## src/rtl/core/rmts_pkg.sv

```systemverilog
`timescale 1ns / 1ps
`default_nettype none

package rmts_pkg;

  // Default sizes of the scheduler.
  localparam int QueueDepthDef   = 8;
  localparam int RunSlotsDef     = 4;
  localparam int ResourceBitsDef = 8;

  // Kinds of reported events.
  typedef enum logic [2:0] {
    EV_QUEUED   = 3'd0,
    EV_REJECTED = 3'd1,
    EV_STARTED  = 3'd2,
    EV_FINISHED = 3'd3,
    EV_PASS_END = 3'd4
  } ev_kind_t;

  // Actions of one command.
  typedef enum logic {
    ACT_SUBMIT = 1'b0,
    ACT_RUN    = 1'b1
  } action_t;

  typedef struct packed {
    action_t     action;
    logic [7:0]  task_tag;
    logic [7:0]  needs_mask;
    logic [3:0]  done_mask;
  } cmd_t;

  typedef struct packed {
    ev_kind_t    event_kind;
    logic [2:0]  queue_slot;
    logic [1:0]  run_slot;
    logic [7:0]  event_tag;
    logic [7:0]  busy_now;
    logic        last;
  } result_t;

endpackage

`default_nettype wire

```

## src/rtl/core/rmts_queue.sv

```systemverilog
`timescale 1ns / 1ps
`default_nettype none

// Task queue: a valid bit per slot in flip-flops, and the tag and resource
// mask of each slot in a small memory with one write port and one
// registered read port.
module rmts_queue #(
  parameter int QUEUE_DEPTH   = rmts_pkg::QueueDepthDef,
  parameter int RESOURCE_BITS = rmts_pkg::ResourceBitsDef,
  parameter int QIW           = (QUEUE_DEPTH > 1) ? $clog2(QUEUE_DEPTH) : 1
) (
  input  wire logic                     clk,
  input  wire logic                     rst,
  input  wire logic                     wr_en,
  input  wire logic [QIW-1:0]           wr_idx,
  input  wire logic [7:0]               wr_tag,
  input  wire logic [RESOURCE_BITS-1:0] wr_needs,
  input  wire logic                     clr_en,
  input  wire logic [QIW-1:0]           clr_idx,
  input  wire logic [QIW-1:0]           rd_idx,
  output logic      [QUEUE_DEPTH-1:0]   valid_vec,
  output logic      [7:0]               rd_tag,
  output logic      [RESOURCE_BITS-1:0] rd_needs
);

  logic [7:0]               tag_mem   [QUEUE_DEPTH];
  logic [RESOURCE_BITS-1:0] needs_mem [QUEUE_DEPTH];

  always_ff @(posedge clk) begin
    if (rst) begin
      valid_vec <= '0;
    end else begin
      if (wr_en) begin
        valid_vec[wr_idx] <= 1'b1;
      end
      if (clr_en) begin
        valid_vec[clr_idx] <= 1'b0;
      end
    end
  end

  always_ff @(posedge clk) begin
    if (wr_en) begin
      tag_mem[wr_idx]   <= wr_tag;
      needs_mem[wr_idx] <= wr_needs;
    end
    rd_tag   <= tag_mem[rd_idx];
    rd_needs <= needs_mem[rd_idx];
  end

endmodule

`default_nettype wire

```

## src/rtl/core/resource_mask_task_scheduler_core.sv

```systemverilog
`timescale 1ns / 1ps
`default_nettype none

// A submit gives a single result; a run pass gives its start and finish results and ends with
// its pass-done result, its length set by the queue scan with its registered memory read per
// slot and by the walk of the run slots.
// Throughput: one command at a time; busy stays high until the last result is driven.
// The receiver cannot stall: each result is on the result port for one cycle, marked by
// result_valid. Reset (rst, synchronous, active high) empties the queue and the run slots.
module resource_mask_task_scheduler_core #(
  parameter int QUEUE_DEPTH   = rmts_pkg::QueueDepthDef,
  parameter int RUN_SLOTS     = rmts_pkg::RunSlotsDef,
  parameter int RESOURCE_BITS = rmts_pkg::ResourceBitsDef
) (
  input  wire logic              clk,
  input  wire logic              rst,
  input  wire logic              start,
  input  wire rmts_pkg::cmd_t    cmd,
  output logic                   busy,
  output logic                   result_valid,
  output rmts_pkg::result_t      result
);

  // Index widths, and counter widths that can also hold the depth itself.
  localparam int QIW = (QUEUE_DEPTH > 1) ? $clog2(QUEUE_DEPTH) : 1;
  localparam int RIW = (RUN_SLOTS > 1) ? $clog2(RUN_SLOTS) : 1;
  localparam int QCW = $clog2(QUEUE_DEPTH + 1);
  localparam int RCW = $clog2(RUN_SLOTS + 1);

  // The sequencer. A submit walks the queue valid bits until it finds a free
  // slot, or rejects the task if none is. A run pass first reads each queue
  // slot (ST_QRD addresses the memory, ST_QEV evaluates), then walks the run
  // slots to retire the finished tasks, and finally reports the end of the pass.
  typedef enum logic [4:0] {
    ST_IDLE = 5'b00001,
    ST_SUB  = 5'b00010,
    ST_QRD  = 5'b00100,
    ST_QEV  = 5'b01000,
    ST_RUN  = 5'b10000
  } state_t;

  state_t                   state, state_next;
  rmts_pkg::cmd_t           cmd_q, cmd_q_next;
  logic [QCW-1:0]           qcnt, qcnt_next;
  logic [RCW-1:0]           rcnt, rcnt_next;
  logic [RESOURCE_BITS-1:0] busy_mask, busy_mask_next;
  logic [RUN_SLOTS-1:0]     run_valid, run_valid_next;
  logic [7:0]               run_tag   [RUN_SLOTS];
  logic [RESOURCE_BITS-1:0] run_needs [RUN_SLOTS];
  logic                     result_valid_next;
  rmts_pkg::result_t        result_next;

  // Queue interface.
  logic                     q_wr_en;
  logic                     q_clr_en;
  logic [QUEUE_DEPTH-1:0]   q_valid;
  logic [7:0]               q_rd_tag;
  logic [RESOURCE_BITS-1:0] q_rd_needs;
  logic [RESOURCE_BITS-1:0] needs_in;

  // Run slot writes at a task start.
  logic                     run_wr_en;

  logic [QIW-1:0]           qidx;
  logic [RIW-1:0]           ridx;
  logic [RIW-1:0]           free_idx;
  logic                     free_any;
  logic [31:0]              qidx_w;
  logic [31:0]              ridx_w;
  logic [31:0]              free_w;
  logic [31:0]              rcnt_w;
  logic [39:0]              needs_w;
  logic [39:0]              busy_w;
  logic                     done_bit;

  assign qidx    = qcnt[QIW-1:0];
  assign ridx    = rcnt[RIW-1:0];
  assign qidx_w  = 32'(qidx);
  assign ridx_w  = 32'(ridx);
  assign free_w  = 32'(free_idx);
  assign rcnt_w  = 32'(rcnt);
  assign needs_w = 40'(cmd_q.needs_mask);
  assign needs_in = needs_w[RESOURCE_BITS-1:0];
  assign busy_w  = 40'(busy_mask_next);

  // Only four done bits exist; run slots beyond them never report done.
  assign done_bit = (rcnt_w < 32'd4) ? cmd_q.done_mask[rcnt_w[1:0]] : 1'b0;

  assign busy = (state != ST_IDLE);

  // Lowest free run slot.
  always_comb begin
    free_idx = '0;
    free_any = 1'b0;
    for (int i = RUN_SLOTS - 1; i >= 0; i--) begin
      if (!run_valid[i]) begin
        free_idx = RIW'(i);
        free_any = 1'b1;
      end
    end
  end

  rmts_queue #(
    .QUEUE_DEPTH   (QUEUE_DEPTH),
    .RESOURCE_BITS (RESOURCE_BITS),
    .QIW           (QIW)
  ) u_queue (
    .clk       (clk),
    .rst       (rst),
    .wr_en     (q_wr_en),
    .wr_idx    (qidx),
    .wr_tag    (cmd_q.task_tag),
    .wr_needs  (needs_in),
    .clr_en    (q_clr_en),
    .clr_idx   (qidx),
    .rd_idx    (qidx),
    .valid_vec (q_valid),
    .rd_tag    (q_rd_tag),
    .rd_needs  (q_rd_needs)
  );

  always_comb begin
    state_next        = state;
    cmd_q_next        = cmd_q;
    qcnt_next         = qcnt;
    rcnt_next         = rcnt;
    busy_mask_next    = busy_mask;
    run_valid_next    = run_valid;
    q_wr_en           = 1'b0;
    q_clr_en          = 1'b0;
    run_wr_en         = 1'b0;
    result_valid_next = 1'b0;
    result_next       = result;

    unique case (state)
      ST_IDLE: begin
        if (start) begin
          cmd_q_next = cmd;
          qcnt_next  = '0;
          rcnt_next  = '0;
          state_next = (cmd.action == rmts_pkg::ACT_SUBMIT) ? ST_SUB : ST_QRD;
        end
      end

      ST_SUB: begin
        if (qcnt == QCW'(QUEUE_DEPTH)) begin
          // Every slot is taken: the submitted task is dropped.
          result_valid_next      = 1'b1;
          result_next.event_kind = rmts_pkg::EV_REJECTED;
          result_next.queue_slot = '0;
          result_next.run_slot   = '0;
          result_next.event_tag  = cmd_q.task_tag;
          result_next.busy_now   = busy_w[7:0];
          result_next.last       = 1'b1;
          state_next             = ST_IDLE;
        end else if (!q_valid[qidx]) begin
          q_wr_en                = 1'b1;
          result_valid_next      = 1'b1;
          result_next.event_kind = rmts_pkg::EV_QUEUED;
          result_next.queue_slot = qidx_w[2:0];
          result_next.run_slot   = '0;
          result_next.event_tag  = cmd_q.task_tag;
          result_next.busy_now   = busy_w[7:0];
          result_next.last       = 1'b1;
          state_next             = ST_IDLE;
        end else begin
          qcnt_next = qcnt + 1'b1;
        end
      end

      ST_QRD: begin
        // The queue memory is addressed by qidx; its data is ready next cycle.
        if (qcnt == QCW'(QUEUE_DEPTH)) begin
          state_next = ST_RUN;
        end else begin
          state_next = ST_QEV;
        end
      end

      ST_QEV: begin
        // A queued task starts when it needs nothing that is busy and a
        // run slot is free; otherwise it stays queued and the scan goes on.
        if (q_valid[qidx] && ((q_rd_needs & busy_mask) == '0) && free_any) begin
          q_clr_en                 = 1'b1;
          run_wr_en                = 1'b1;
          run_valid_next[free_idx] = 1'b1;
          busy_mask_next           = busy_mask | q_rd_needs;
          result_valid_next        = 1'b1;
          result_next.event_kind   = rmts_pkg::EV_STARTED;
          result_next.queue_slot   = qidx_w[2:0];
          result_next.run_slot     = free_w[1:0];
          result_next.event_tag    = q_rd_tag;
          result_next.busy_now     = busy_w[7:0];
          result_next.last         = 1'b0;
        end
        qcnt_next  = qcnt + 1'b1;
        state_next = ST_QRD;
      end

      ST_RUN: begin
        if (rcnt == RCW'(RUN_SLOTS)) begin
          result_valid_next      = 1'b1;
          result_next.event_kind = rmts_pkg::EV_PASS_END;
          result_next.queue_slot = '0;
          result_next.run_slot   = '0;
          result_next.event_tag  = '0;
          result_next.busy_now   = busy_w[7:0];
          result_next.last       = 1'b1;
          state_next             = ST_IDLE;
        end else begin
          // A done bit on an empty run slot is ignored.
          if (run_valid[ridx] && done_bit) begin
            run_valid_next[ridx]   = 1'b0;
            busy_mask_next         = busy_mask & ~run_needs[ridx];
            result_valid_next      = 1'b1;
            result_next.event_kind = rmts_pkg::EV_FINISHED;
            result_next.queue_slot = '0;
            result_next.run_slot   = ridx_w[1:0];
            result_next.event_tag  = run_tag[ridx];
            result_next.busy_now   = busy_w[7:0];
            result_next.last       = 1'b0;
          end
          rcnt_next = rcnt + 1'b1;
        end
      end

      default: begin
        state_next = ST_IDLE;
      end
    endcase
  end

  always_ff @(posedge clk) begin
    if (rst) begin
      state        <= ST_IDLE;
      busy_mask    <= '0;
      run_valid    <= '0;
      result_valid <= 1'b0;
      qcnt         <= '0;
      rcnt         <= '0;
    end else begin
      state        <= state_next;
      busy_mask    <= busy_mask_next;
      run_valid    <= run_valid_next;
      result_valid <= result_valid_next;
      qcnt         <= qcnt_next;
      rcnt         <= rcnt_next;
    end
  end

  // Payload registers.
  always_ff @(posedge clk) begin
    cmd_q  <= cmd_q_next;
    result <= result_next;
    if (run_wr_en) begin
      run_tag[free_idx]   <= q_rd_tag;
      run_needs[free_idx] <= q_rd_needs;
    end
  end

endmodule

`default_nettype wire
```

## config.mk

```make
export PLATFORM = sky130hd
export DESIGN_NAME = resource_mask_task_scheduler_core
export DESIGN_NICKNAME = d
export VERILOG_FILES = /design/src/rtl/core/rmts_pkg.sv /design/src/rtl/core/rmts_queue.sv /design/src/rtl/core/resource_mask_task_scheduler_core.sv
export SDC_FILE = /design/constraint.sdc
export NUM_CORES = 1
export LEC_CHECK = 0
export BUFFER_PORTS_ARGS = -buffer_cell sky130_fd_sc_hd__buf_4
export CORE_ASPECT_RATIO = 0.5
export CORE_MARGIN = 5
export CORE_UTILIZATION = 40
export CTS_BUF_LIST = sky130_fd_sc_hd__clkbuf_4 sky130_fd_sc_hd__clkbuf_8
export CTS_CLUSTER_SIZE = 16
export DETAILED_ROUTE_END_ITERATION = 10
export SYNTH_ARGS = -nofsm -noshare
export SYNTH_HDL_FRONTEND = slang
export SYNTH_SLANG_ARGS = --single-unit
```

## constraint.sdc

```tcl
create_clock -name clk -period 13.13 [get_ports clk]
set_clock_uncertainty 0.15 [all_clocks]
set_input_delay 1.313 -clock clk [delete_from_list [all_inputs] [get_ports clk]]
set_output_delay 1.313 -clock clk [all_outputs]
set_load 0.05 [all_outputs]
```

==> impl_metrics.py, run 1 <==
metrics = {
    "power": {
        "power_frac_comb_pct": 4.6,
        "total_switching_power_uw": 415,
        "totalPowerFinal_uw": 1840,
        "static-leakage-power_uw": 0.00399,
        "cell_internal_pwr_uw": 1420,
        "p_sw_share_pct": 22.6,
        "share_seq_of_total_power_pct": 57.5,
        "irDropWorstVdd_uv": 67.6,
        "power_frac_clock_pct": 37.9,
        "cellPowerDensity_nw_per_um2": 150,
    },
    "synthesis": {
        "post_synth_instance_area_sq_um": 10600,
        "netlist_top_cells_area": "sky130_fd_sc_hd__edfxtp_1, sky130_fd_sc_hd__dfxtp_1, sky130_fd_sc_hd__a22oi_1",
        "yosys_register_bits": 288,
        "async_s_r_ff_share_synth_pct": 0,
        "postSynth.topFlopCell": "sky130_fd_sc_hd__edfxtp_1",
        "synth_sequential_area_ratio_pct": 76.5,
        "number_of_flops_mapped_to_enable_cells_by_yosys": 237,
        "synth_cell_type_count": 54,
        "syn_area_per_cell_sq_um": 16.4,
        "synth_area_leader": "sky130_fd_sc_hd__edfxtp_1",
        "syn-num-nets": 678,
        "yosys_warnings": 0,
        "syn-instance-count": 648,
        "synth_top_area_share_pct": 66.9,
    },
    "sta": {
        "final_max_slew_violation_count": 0,
        "final-setup-viol-count": 0,
        "finalHoldWorstSlack_ps": 338,
        "timing.fmax_ghz": 0.254,
        "worst_case_headroom_to_the_max_slew_limit_pct": 19.8,
        "timing_hold_violations_final": 0,
        "rsz0062_at_grt": "no",
        "timing_worst_slew_pin_value_ps": 1190,
        "final_period_minus_worst_setup_slack_ps": 3940,
        "timing.final.ws_setup_ps": 9190,
        "totalNegativeSetupSlack_ps": 0,
        "timing.final.crit_share_pct": 30.0,
    },
    "die": {
        "cell_row_count": 42,
        "core_sq_um": 26300,
        "top_level_port_count": 51,
        "initial_utilization_pct": 40.4,
        "die_footprint_sq_um": 30200,
        "die_y_um": 125,
        "die_x_extent_um": 241,
    },
    "worst_setup_path": {
        "critPathRequiredTime_ps": 13120,
        "cp.arrival_ps": 3930,
        "worstSetupEndpointType": "flip-flop",
        "rr_worst_depth": 5,
        "worst_setup_path_startpoint": "state[4]",
        "start_kind": "flip-flop",
        "worstReg2RegStart": "state[4]",
        "path_class": "flip-flop to flip-flop",
        "critical_path.max_fanout": 19,
    },
    "clock_tree": {
        "cts_inserted_buffers": 42,
        "cts.repair_timing.setup_buffer_count": 0,
        "cts_max_path_buffers": 3,
        "cts-root-buf": "sky130_fd_sc_hd__clkbuf_8",
        "cts_resized": 0,
        "clk_transition_reported_paths_ps": 70,
        "clock_sinks": 288,
        "tritoncts": "done",
        "htree_num_levels": 2,
        "clkLatencyLatePin_ps": 530,
        "postCtsHoldBufs": 0,
    },
    "drt": {
        "detail_route.iter0.violations": 488,
        "route.detailed.wl_per_inst_um": 21.0,
        "post-route-drc-count": 0,
        "route.detailed.vias_per_inst": 5.43,
        "route.antenna.remaining_nets": 0,
        "drt_wl_total_mm": 23.1,
        "detailroute.via_count": 5971,
        "drt_first_pass_iters": 5,
    },
    "worst_hold_path": {
        "holdCritStartpoint": "u_queue.tag_mem[7][6]",
        "worstHoldPathCells": 2,
        "timing.hold.worst.class": "flip-flop to flip-flop",
    },
    "grt": {
        "grt_start_max_net_pins": 32,
        "vias_in_the_first_global_route": 5840,
        "initial_antenna_violation_count": 1,
        "gr-total-overflow": 0,
        "grt_util_all_layers_pct": 15.0,
        "grt_first_pass_wirelength_mm": 35.0,
    },
    "cells_and_area": {
        "area.growth.synth_to_final_pct": 15.4,
        "post_route_cells_drive_above_1_share_pct": 22.4,
        "final_nets": 747,
        "antenna_cells_inserted": 0,
        "fin_cells": 1099,
    },
    "placement": {
        "gp_routability_congestion": 0.759,
        "portBuffers": 50,
        "preCtsSetupSlack_ps": 9170,
        "dp.cells": 1025,
        "dp_hpwl_mm": 13.7,
    },
    "run_status": {
        "run_status": "finished clean",
    },
    "run": {
        "cap_violations": 0,
    },
}
synth_stat cells, types with 3 or more instances:
cell type                  instances
sky130_fd_sc_hd__clkbuf_1         24
sky130_fd_sc_hd__ha_1              6
sky130_fd_sc_hd__buf_2             4
sky130_fd_sc_hd__o21ai_0          11
sky130_fd_sc_hd__a22oi_1          74
sky130_fd_sc_hd__nor2b_1           3
sky130_fd_sc_hd__a21oi_1          24
sky130_fd_sc_hd__inv_1            16
sky130_fd_sc_hd__edfxtp_1        237
sky130_fd_sc_hd__dfxtp_1          51
sky130_fd_sc_hd__nor3_1            6
sky130_fd_sc_hd__o211ai_1          4
sky130_fd_sc_hd__and2_1            4
sky130_fd_sc_hd__nand4_1          20
sky130_fd_sc_hd__nor2_1           25
sky130_fd_sc_hd__nand2_1          51
sky130_fd_sc_hd__a211oi_2          8
sky130_fd_sc_hd__mux4_2           18
sky130_fd_sc_hd__and3_1           11
sky130_fd_sc_hd__nand3_1           9
cells in the final DEF (no fill, tap or decap), drive strengths merged, types with 2 or more instances in the layout:
cell	instances
nand4	20
mux4	18
and2	4
nor3b	3
a211oi	10
mux2i	3
buf	56
clkinv	10
dfxtp	51
a31oi	2
a221oi	2
o211ai	4
nand2	51
nand3	9
and3	11
nor2b	3
nor2	25
clkbuf	61
nand2b	2
a21boi	2
and4	2
a22oi	74
o31ai	2
a21oi	24
clkinvlp	3
or4	2
ha	6
nor3	7
o21ai	11
inv	17
edfxtp	237
critical path: stages, from the launching register on:
cell                      delay (ps)
sky130_fd_sc_hd__dfxtp_1         360
sky130_fd_sc_hd__or3_4           450
sky130_fd_sc_hd__nor3b_4         590
sky130_fd_sc_hd__and4_1          940
sky130_fd_sc_hd__nand3_1         280
sky130_fd_sc_hd__nor2_2          760
worst paths after layout:
check	slack (ps)	end
min	340	u_queue.rd_tag[6]
min reg2reg	340	u_queue.rd_tag[6]
max reg2reg	9190	run_tag[3][1]
max	9190	run_tag[3][1]
routing by layer:
metal  wire length, um  global-route usage, %
met1             10700                   22.6
met2             10400                   22.7
met3              1650                   3.28
met4               340                   3.50
met5                 0                      0
layout make-up:
cell class / count / area [sq um]
Clock buffer: 61 / 758
Clock inverter: 13 / 66.3
Fill cell: 2231 / 14100
Inverter: 17 / 63.8
Multi-Input combinational cell: 312 / 2390
Sequential cell: 288 / 8140
Tap cell: 352 / 440
Timing Repair Buffer: 56 / 420
kinds of logic (layout without fill, tap and decap cells):
group	after synthesis	after routing	synth area share [%]
compound gates	137	137	9.41
xor+xnor	1	1	0.0823
fa+ha+maj	6	6	0.706
buf+inv	48	147	1.82
flops	288	288	76.5
mux	22	22	4.32
simple gates	146	146	7.17
through the flow:
step / cell area, sq um / util [%]
floorplan: 10600 / -
global placement: 11500 / 43.5
detailed placement: 11500 / 43.5
CTS: 12300 / 46.6
global route: 12300 / 46.6
finish: 12300 / 46.6
power by group through the flow:
| stage | Sequential (uW) | Clock (uW) | Combinational (uW) |
|---|---|---|---|
| 5_1_grt | 1060 | 758 | 90.3 |
| 3_5_place_dp | 1080 | 0 | 83.4 |
| 6_report | 1060 | 697 | 83.7 |
| 4_1_cts | 1060 | 713 | 83.6 |
| 2_1_floorplan | 1060 | 0 | 48.6 |
| 3_3_place_gp | 1070 | 0 | 83.0 |
registers in the layout (all words and copies together) (netlist names), named ones only:
register,flops
run_tag,32
result_valid,1
run_valid,4
u_queue.rd_needs,8
u_queue.valid_vec,8
u_queue.tag_mem,64
state,5
result,25
qcnt,4
u_queue.needs_mem,64
cmd_q,12
run_needs,32
rcnt,3
needs_in,8
u_queue.rd_tag,8
busy_mask,8
No activity file was read; power rests on OpenSTA's default activity.
==> inputs of run 2 (changes only) <==
clock period = 3.8 ns   (was 13.13 ns; I/O delays follow)
==> impl_metrics.py, run 2 (same netlist as run 1, synthesis figures left out) <==
metrics = {
    "cells_and_area": {
        "area.growth.synth_to_final_pct": 18.5,
        "reg.largest.list": "u_queue.needs_mem: 64 flops, u_queue.tag_mem: 64 flops",
        "antenna_cells_inserted": 0,
        "layout_commonest_cell": "sky130_fd_sc_hd__edfxtp_1",
        "mostFrequentLayoutCells": "sky130_fd_sc_hd__edfxtp_1, sky130_fd_sc_hd__a22oi_1, sky130_fd_sc_hd__buf_4",
        "finalCoreUtilization_pct": 47.9,
        "final_nets": 785,
        "post_route_cells_drive_above_1_share_pct": 23.4,
        "fin_cells": 1142,
    },
    "drt": {
        "route.detailed.wl_per_inst_um": 20.8,
        "drt_wl_total_mm": 23.8,
        "drt_first_pass_iters": 5,
        "route.detailed.vias_per_inst": 5.36,
        "detailroute.via_count": 6123,
        "route.antenna.remaining_nets": 0,
        "post-route-drc-count": 0,
        "detail_route.iter0.violations": 660,
    },
    "clock_tree": {
        "tritoncts": "done",
        "cts_inserted_buffers": 43,
        "cts_resized": 0,
        "htree_num_levels": 2,
        "cts_max_path_buffers": 3,
        "clock_sinks": 288,
        "cts.repair_timing.setup_buffer_count": 0,
        "cts-root-buf": "sky130_fd_sc_hd__clkbuf_8",
        "clkLatencyLatePin_ps": 570,
        "clk_transition_reported_paths_ps": 60,
    },
    "die": {
        "die_footprint_sq_um": 30200,
        "initial_utilization_pct": 40.4,
        "top_level_port_count": 51,
        "die_y_um": 125,
        "cell_row_count": 42,
        "die_x_extent_um": 241,
        "core_sq_um": 26300,
    },
    "sta": {
        "rsz0062_at_grt": "no",
        "final_max_slew_violation_count": 0,
        "final_period_minus_worst_setup_slack_ps": 3090,
        "timing.fmax_ghz": 0.323,
        "timing.final.crit_share_pct": 81.4,
        "totalNegativeSetupSlack_ps": 0,
        "worst_case_headroom_to_the_max_slew_limit_pct": 31.4,
        "timing_hold_violations_final": 0,
        "final-setup-viol-count": 0,
        "timing_worst_slew_pin_value_ps": 1030,
    },
    "grt": {
        "gr-total-overflow": 0,
        "grt_first_pass_wirelength_mm": 36.9,
        "grt_start_max_net_pins": 32,
        "grt_util_all_layers_pct": 16.0,
        "initial_antenna_violation_count": 0,
        "vias_in_the_first_global_route": 6247,
    },
    "worst_setup_path": {
        "worstSetupEndpointType": "flip-flop",
        "cp_cell_instances": "inv_1 > ha_1 > nand2_1 > and4_1 > a21boi_0 > nor4_4 > buf_4",
        "cp.arrival_ps": 3220,
        "crit_path_top_delay_cell": "sky130_fd_sc_hd__and4_1",
        "path_class": "flip-flop to flip-flop",
        "cpLargestDelayFamily": "simple AND/OR/NAND/NOR gates",
        "cp_slowest_stage_delay_ps": 680,
        "start_kind": "flip-flop",
        "critPathRequiredTime_ps": 3920,
        "critical_path.n_buffers_inverters": 2,
        "critical_path.max_fanout": 26,
    },
    "power": {
        "static-leakage-power_uw": 0.00418,
        "totalPowerFinal_uw": 6450,
        "irDropWorstVdd_uv": 188,
        "cellPowerDensity_nw_per_um2": 511,
    },
    "placement": {
        "dp.cells": 1041,
        "gp_routability_congestion": 0.784,
        "dp_hpwl_mm": 13.9,
        "portBuffers": 50,
    },
    "run": {
        "cap_violations": 0,
    },
    "worst_hold_path": {
        "timing.hold.worst.class": "primary input to flip-flop",
    },
    "run_status": {
        "run_status": "finished clean",
    },
}
## run 2: metrics by stage
stage,area (sq um),setup slack (ps),hold slack (ps)
6_report,12600,707,75.0
5_1_grt,12600,618,67.2
4_1_cts,12600,764,38.9
3_5_place_dp,11500,791,318
3_3_place_gp,11500,825,315
2_1_floorplan,10600,498,294
## run 2: final timing paths
path	from	endpoint	slack (ps)	depth (start not counted)
worst max register to register	rcnt[0]	result[1]	710	7
worst max-delay path	rcnt[0]	result[1]	710	7
worst min-delay path	start	rcnt[1]	80	4
worst min register to register	qcnt[3]	qcnt[3]	330	2
## run 2: final cells by class
class | count | area (sq um)
Fill cell | 2233 | 13700
Inverter | 17 | 63.8
Clock inverter | 17 | 81.3
Timing Repair Buffer | 93 | 751
Tap cell | 352 | 440
Sequential cell | 288 | 8140
Multi-Input combinational cell | 312 | 2350
Clock buffer | 63 | 779
## run 2: layer usage
layer / GRT usage [%] / routed length (um) / part of all wire (%) / up-vias
li1: - / - / - / 2784
met1: 23.4 / 10800 / 46 / 3101
met2: 23.9 / 10900 / 46 / 197
met3: 3.34 / 1580 / 6.6 / 41
met4: 5.40 / 503 / 2.1 / 0
met5: 0 / 0 / 0 / -
## run 2: what timing repair did
item / CTS / global route
hold endpoints to repair: 22 / 0
setup endpoints to repair: 0 / 0
hold buffers: 21 / 0
## run 2: report_power, final
group / switching [uW] / leakage [uW] / internal (uW) / total [uW]
combinational: 197 / 0.00117 / 115 / 312
clock: 1170 / 0.000451 / 1320 / 2490
sequential: 107 / 0.00257 / 3540 / 3640
total: 1470 / 0.00418 / 4970 / 6450
## run 2: worst register-to-register path, stage by stage, from the launching register on
cell and delay (ps):
sky130_fd_sc_hd__dfxtp_1 520, sky130_fd_sc_hd__inv_1 120, sky130_fd_sc_hd__ha_1 250, sky130_fd_sc_hd__nand2_1 100, sky130_fd_sc_hd__and4_1 680, sky130_fd_sc_hd__a21boi_0 600
sky130_fd_sc_hd__nor4_4 100, sky130_fd_sc_hd__buf_4 280
